### src/rtl/tlc_pkg.sv
package tlc_pkg;

  localparam int N1 = 32;
  localparam int N2 = 128;
  localparam int N3 = 512;
  localparam int TAG_BITS = 32;
  localparam int LAT_BITS = 10;
  localparam int CNT_BITS = 32;
  localparam int CELLS = N1 + N2 + N3;
  localparam int NMAX = (N1 > N2) ? ((N1 > N3) ? N1 : N3) : ((N2 > N3) ? N2 : N3);
  localparam int FW = $clog2(NMAX + 1);

  // Hit level codes.
  localparam logic [1:0] LVL_FIRST  = 2'd0;
  localparam logic [1:0] LVL_SECOND = 2'd1;
  localparam logic [1:0] LVL_THIRD  = 2'd2;
  localparam logic [1:0] LVL_MEMORY = 2'd3;

  // Configuration register indexes.
  localparam logic [1:0] REG_L1_LAT  = 2'd0;
  localparam logic [1:0] REG_L2_LAT  = 2'd1;
  localparam logic [1:0] REG_L3_LAT  = 2'd2;
  localparam logic [1:0] REG_MEM_LAT = 2'd3;

  typedef struct packed {
    logic cmp;
    logic shift;
    logic load;
  } cell_ctrl_t;

  // Level that a cell of the flat chain belongs to.
  function automatic int lvl_of(input int i);
    int r;
    if (i < N1) begin
      r = 0;
    end else if (i < N1 + N2) begin
      r = 1;
    end else begin
      r = 2;
    end
    return r;
  endfunction

  // Position of a cell inside its level.
  function automatic int loc_of(input int i);
    int r;
    if (i < N1) begin
      r = i;
    end else if (i < N1 + N2) begin
      r = i - N1;
    end else begin
      r = i - N1 - N2;
    end
    return r;
  endfunction

  function automatic int level_size(input int l);
    int r;
    if (l == 0) begin
      r = N1;
    end else if (l == 1) begin
      r = N2;
    end else begin
      r = N3;
    end
    return r;
  endfunction

endpackage

### src/rtl/tlc_cell.sv
module tlc_cell
  import tlc_pkg::*;
(
  input  logic                clk,
  input  logic                rst,
  input  cell_ctrl_t          ctrl,
  input  logic                valid,
  input  logic [TAG_BITS-1:0] key,
  input  logic [TAG_BITS-1:0] nbr_tag,
  input  logic [TAG_BITS-1:0] ins_tag,
  output logic [TAG_BITS-1:0] tag,
  output logic                match
);

  // Tag storage: a new tag wins over a shift from the neighbor.
  always_ff @(posedge clk) begin
    if (ctrl.load) begin
      tag <= ins_tag;
    end else if (ctrl.shift) begin
      tag <= nbr_tag;
    end
  end

  // Registered compare against the broadcast key.
  always_ff @(posedge clk) begin
    if (rst) begin
      match <= 1'b0;
    end else if (ctrl.cmp) begin
      match <= valid && (tag == key);
    end
  end

endmodule

### config.mk
export PLATFORM = sky130hd
export DESIGN_NAME = tlc_cell
export DESIGN_NICKNAME = d
export VERILOG_FILES = /design/src/rtl/tlc_pkg.sv /design/src/rtl/tlc_cell.sv
export SDC_FILE = /design/constraint.sdc
export NUM_CORES = 1
export LEC_CHECK = 0
export ABC_AREA = 1
export CAP_MARGIN = 15
export CORE_MARGIN = 10
export CORE_UTILIZATION = 55
export CTS_CLUSTER_DIAMETER = 40
export CTS_CLUSTER_SIZE = 40
export DETAILED_ROUTE_END_ITERATION = 6
export DONT_BUFFER_PORTS = 1
export GPL_ROUTABILITY_DRIVEN = 0
export HOLD_SLACK_MARGIN = 0.06
export PLACE_DENSITY = 0.8
export REMOVE_ABC_BUFFERS = 1
export SLEW_MARGIN = 10
export SYNTH_ARGS = -nofsm -noshare
export SYNTH_HDL_FRONTEND = slang
export SYNTH_SLANG_ARGS = --single-unit
### constraint.sdc
create_clock -name clk -period 1.3 [get_ports clk]
set_clock_uncertainty 0.05 [all_clocks]
set_input_delay 0 -clock clk [delete_from_list [all_inputs] [get_ports clk]]
set_output_delay 0 -clock clk [all_outputs]
set_load 0.02 [all_outputs]
==> results of run 1 <==
[state kept, by name, summed over array words and instances (netlist names)]
| register | count |
|---|---|
| tag | 32 |
| match | 1 |
[how the worst min path moves through the flow]
stage | startpoint | endpoint | slack [ns] | depth (start not counted)
floorplan | rst | match$_SDFFE_PP0P_ | 0.01 | 1
global placement | rst | match$_SDFFE_PP0P_ | 0.01 | 1
detailed placement | rst | match$_SDFFE_PP0P_ | 0.02 | 1
CTS | key[5] | match$_SDFFE_PP0P_ | 0.06 | 6
global route | key[11] | match$_SDFFE_PP0P_ | 0.07 | 7
finish | key[11] | match$_SDFFE_PP0P_ | 0.08 | 7
[power by group]
group	total, mW	switching [mW]	internal, mW
Clock	0.631	0.363	0.267
Sequential	1.41	0.106	1.30
Combinational	1.02	0.547	0.476
Total	3.06	1.02	2.05
[area by class of cell]
class                   instances  share of cell area, %
well taps                      46                   1.80
clock buffers                   8                   1.84
repair buffers                121                   35.0
diodes                          6                  0.469
inverters                      38                   4.57
flip-flops and latches         33                   30.6
multi-input cells             190                   25.7
[per-layer routing]
metal,global-route usage (%),share of wire (%),up-vias
met5,0,0,-
met4,21.9,10,0
met3,9.12,11,100
met2,49.3,50,276
met1,22.5,29,1159
li1,-,-,1056
[through the flow]
step / hold WS, ns / power, mW / std cells / util (%)
floorplan: 0.0124 / 1.80 / 261 / -
detailed placement: 0.0164 / 2.05 / 340 / 65.7
global route: 0.0672 / 3.17 / 439 / 94.3
finish: 0.0752 / 3.06 / 442 / 94.5
global placement: 0.0129 / 2.02 / 340 / 65.7
CTS: 0.0607 / 2.85 / 433 / 92.5
[critical path: stages, from the launching register on]
cell	delay, ns
edfxtp_1	0.46
nand2_1	0.13
nand2_1	0.07
nor2_1	0.12
nand2_1	0.09
nor2_2	0.12
nand2_1	0.07
nor2_1	0.08
nand2_1	0.07
a21oi_2	0.13
[timing repair]
| action | in CTS | in global routing |
|---|---|---|
| hold buffers | 85 | 0 |
| buffers inserted | 0 | 3 |
| endpoints found under the hold margin | 33 | 0 |
| gates resized for setup | 0 | 8 |
| endpoints found under the setup margin | 0 | 23 |
[synthesized netlist by cell type]
library cell  instances
edfxtp_1             32
nand2_1             150
or2_2                 1
nand3_1               1
clkbuf_1              3
xnor2_1              10
dfxtp_1               1
a21oi_2               1
o22ai_1               1
o21ai_0               1
nand4_1               5
xor2_1                2
buf_2                 4
nor2_1               18
inv_1                38
[cell families (layout without fill, tap and decap cells)]
logic type / count (synthesis) / after routing / share of synthesized area (%)
AND/OR/NAND/NOR: 175 / 175 / 34.5
buffers and inverters: 45 / 167 / 8.90
flip-flops: 33 / 33 / 50.2
XOR/XNOR: 12 / 12 / 5.38
AO/OA/AOI/OAI: 3 / 3 / 1.03
other: 0 / 6 / 0
==> metrics.yaml, run 1 <==
outcome: "finished with violations"
violations: "negative setup slack"
rows: 21
maxCapViolCount: 0
die_area_um2: 6330
tightest_slew_ns: 0.794
cts_sinks: 33
tritoncts: "built"
io-pin-count: 135
cp.required_ns: 1.53
ys_warn_count: 0
p_leak_nw: 1.59
r2r-end: "match$_SDFFE_PP0P_"
grt_pass1_wl_mm: 13.0
dp_hpwl_mm: 4.37
hold_viol: 0
critPathMaxFanout: 3
synth_cells: 268
dpl_cell_area_um2: 2230
startpoint_type: "flop"
htreeDepth: 2
synth.cell_area_um2: 1950
design_area_um2: 3200
arrival_ns: 1.68
mostFrequentLayoutCell: "nand2_1"
final.period_utilization_pct: 112
grtUsageTotal_pct: 26.7
root_buffer: "clkbuf_4"
die_w_um: 79.6
synth_top_area_cell: "edfxtp_1"
dp_slack_ns: 0.0351
p_per_area_nw_per_um2: 957
final_nets: 491
grt_pass1_vias: 2606
slew_headroom_pct: 47.1
cts.clk_slew.worst_paths_ns: 0.11
viasPerCell: 5.86
netlist_top_cells_area: "edfxtp_1, nand2_1, inv_1, xnor2_1, nor2_1"
wl_per_cell_um: 23.5
synth_top_cell_area_share_pct: 49.2
cts_buffer_depth: 2
ff_latch_area_um2: 981
path_class: "flop to flop"
cp-endpoint: "match$_SDFFE_PP0P_"
grt_max_degree: 33
rsz0062_at_grt: "yes"
vdd_drop_max_mv: 1.05
clock_latency_ns: 0.33
drt_wl_total_mm: 10.4
drv_slew: 0
avgSynthCellArea_um2: 7.29
vias: 2591
drcViolationCount: 0
rr_startpoint: "tag[28]$_DFFE_PP_"
fillCellCount: 93
start_util_pct: 57.6
crit_start: "tag[28]$_DFFE_PP_"
core_area_um2: 3390
drive_above_1_share_pct: 13.3
rrSetupSlack_ns: -0.15
finalSetupTns_ns: -0.367
numCtsBuffers: 5
multi_input_area_um2: 823
grt_overflow: 0
setup_viol: 5
rr_worst_depth: 9
ys_seq_elements: 33
fin_ws_ns: -0.155
post-route-min-period_ns: 1.45
drt_first_iter_violations: 304
ant_nets: 0
ys_types: 15
endpoint_kind: "flop"
firstDrtPassIters: 7
placement.io_buffers: 0
final_cell_mix: "nand2_1, dlygate4sd3_1, inv_1, buf_4, edfxtp_1"
area_growth_syn_to_layout_pct: 64.0
hp-class: "input port to flop"
ys_seq_area_share_pct: 50.2
max_freq_mhz: 687
die_height_um: 79.6
antenna_found_initial: 3
Power figures use the tool's default switching activity.
==> run 2: changes to the inputs <==
--- a/config.mk
+++ b/config.mk
@@ -17,6 +17,7 @@
 export HOLD_SLACK_MARGIN = 0.06
 export PLACE_DENSITY = 0.8
 export REMOVE_ABC_BUFFERS = 1
+export SKIP_LAST_GASP = 1
 export SLEW_MARGIN = 10
 export SYNTH_ARGS = -nofsm -noshare
 export SYNTH_HDL_FRONTEND = slang
==> run 2 against run 1 <==
Compared with the run above: the run still ends with negative setup slack left; sequential cell count unchanged; sequential power about the same; clock power grew 3%; sequential share of layout area about the same; combinational power is essentially flat; register-to-register slack about the same; first-iteration DRC count shrank 0.99%; critical path depth is the same; via count down 0.39%; clock-buffer cell count unchanged; cell count rose by 0.23%; critical path type unchanged; largest power group unchanged.
==> metrics.yaml, run 2 (same netlist as run 1, synthesis figures left out) <==
outcome: "finished with violations"
violations: "negative setup slack"
cp.required_ns: 1.55
tritoncts: "built"
fillCellCount: 92
root_buffer: "clkbuf_4"
post-route-min-period_ns: 1.44
drcViolationCount: 0
final_nets: 491
max_freq_mhz: 692
slew_headroom_pct: 46.8
clock_latency_ns: 0.36
die_height_um: 79.6
reg_top3: "tag (32), match (1)"
grt_pass1_wl_mm: 13.0
firstDrtPassIters: 6
cts.clk_slew.worst_paths_ns: 0.11
start_util_pct: 57.6
grt_pass1_vias: 2606
hp-class: "input port to flop"
p_per_area_nw_per_um2: 961
drive_above_1_share_pct: 13.3
antenna_found_initial: 3
mostFrequentLayoutCell: "nand2_1"
placement.io_buffers: 0
wl_per_cell_um: 23.5
cts_buffer_depth: 2
top_register: "tag"
setup_viol: 4
htreeDepth: 2
path_class: "flop to flop"
numCtsBuffers: 5
hold_viol: 0
critPathMaxFanout: 3
vias: 2581
area_growth_syn_to_layout_pct: 64.1
grt_max_degree: 33
rows: 21
maxCapViolCount: 0
startpoint_type: "flop"
io-pin-count: 135
final_cell_mix: "nand2_1, dlygate4sd3_1, inv_1, buf_4, edfxtp_1"
viasPerCell: 5.83
total_power_mw: 3.08
core_area_um2: 3390
grt_overflow: 0
endpoint_kind: "flop"
arrival_ns: 1.69
p_leak_nw: 1.59
rsz0062_at_grt: "yes"
largest_reg_flops: 32
grtUsageTotal_pct: 26.7
cts_sinks: 33
vdd_drop_max_mv: 1.09
drt_first_iter_violations: 301
drt_wl_total_mm: 10.4
fin_ws_ns: -0.145
tightest_slew_ns: 0.798
drv_slew: 0
ant_nets: 0
whs_ns: 0.0541
final.period_utilization_pct: 111
die_area_um2: 6330
dp_hpwl_mm: 4.37
die_w_um: 79.6
[run 2: metal layers]
layer,part of all wire (%),track usage (%)
met1,29,22.5
met2,51,49.3
met3,11,9.12
met4,9.2,21.9
met5,0,0
[run 2: area by class of cell]
cell class	count	area (um^2)	share of cell area [%]
sequential	33	981	30.6
antenna	7	17.5	0.546
clock buffer	8	58.8	1.83
tap	46	57.6	1.80
inverter	38	146	4.57
multi-input combinational	190	823	25.7
timing repair buffer	121	1120	35.0
[run 2: critical path: stages (launching register included)]
cell and delay [ns]:
edfxtp_1 0.46, nand2_1 0.13, nand2_1 0.07, nor2_1 0.12, nand2_1 0.09, nor2_2 0.12, nand2_1 0.07, nor2_1 0.08
nand2_1 0.07, a21oi_2 0.12
[run 2: power breakdown]
group / switching, mW / internal (mW) / leakage [nW]
Clock: 0.384 / 0.267 / 0.0326
Sequential: 0.104 / 1.30 / 0.338
Combinational: 0.546 / 0.476 / 1.22
[run 2: path summary, 6_finish.rpt]
| path | from | end | slack [ns] | cells after the start |
|---|---|---|---|---|
| worst max register to register | tag[28]$_DFFE_PP_ | match$_SDFFE_PP0P_ | -0.14 | 9 |
| worst min register to register | match$_SDFFE_PP0P_ | match$_SDFFE_PP0P_ | 0.47 | 2 |
| worst min-delay path | key[11] | match$_SDFFE_PP0P_ | 0.05 | 7 |
| worst max-delay path | tag[28]$_DFFE_PP_ | match$_SDFFE_PP0P_ | -0.14 | 9 |
[run 2: repair_timing]
item                                    4_1_cts  5_1_grt
hold endpoints to repair                     33        0
resized for setup                             0        8
endpoints found under the setup margin        0       23
buffers inserted                              0        3
hold buffers                                 85        0
[run 2: per-stage QoR]
step | worst slack [ns] | instance area (um^2) | instances | TNS (ns) | utilization [%]
floorplan | 0.0700 | 1920 | 261 | 0 | -
global placement | 0.0865 | 2230 | 340 | 0 | 65.7
detailed placement | 0.0351 | 2230 | 340 | 0 | 65.7
CTS | 0.0204 | 3140 | 433 | 0 | 92.5
global route | -0.274 | 3200 | 439 | -0.865 | 94.3
finish | -0.145 | 3210 | 443 | -0.257 | 94.6
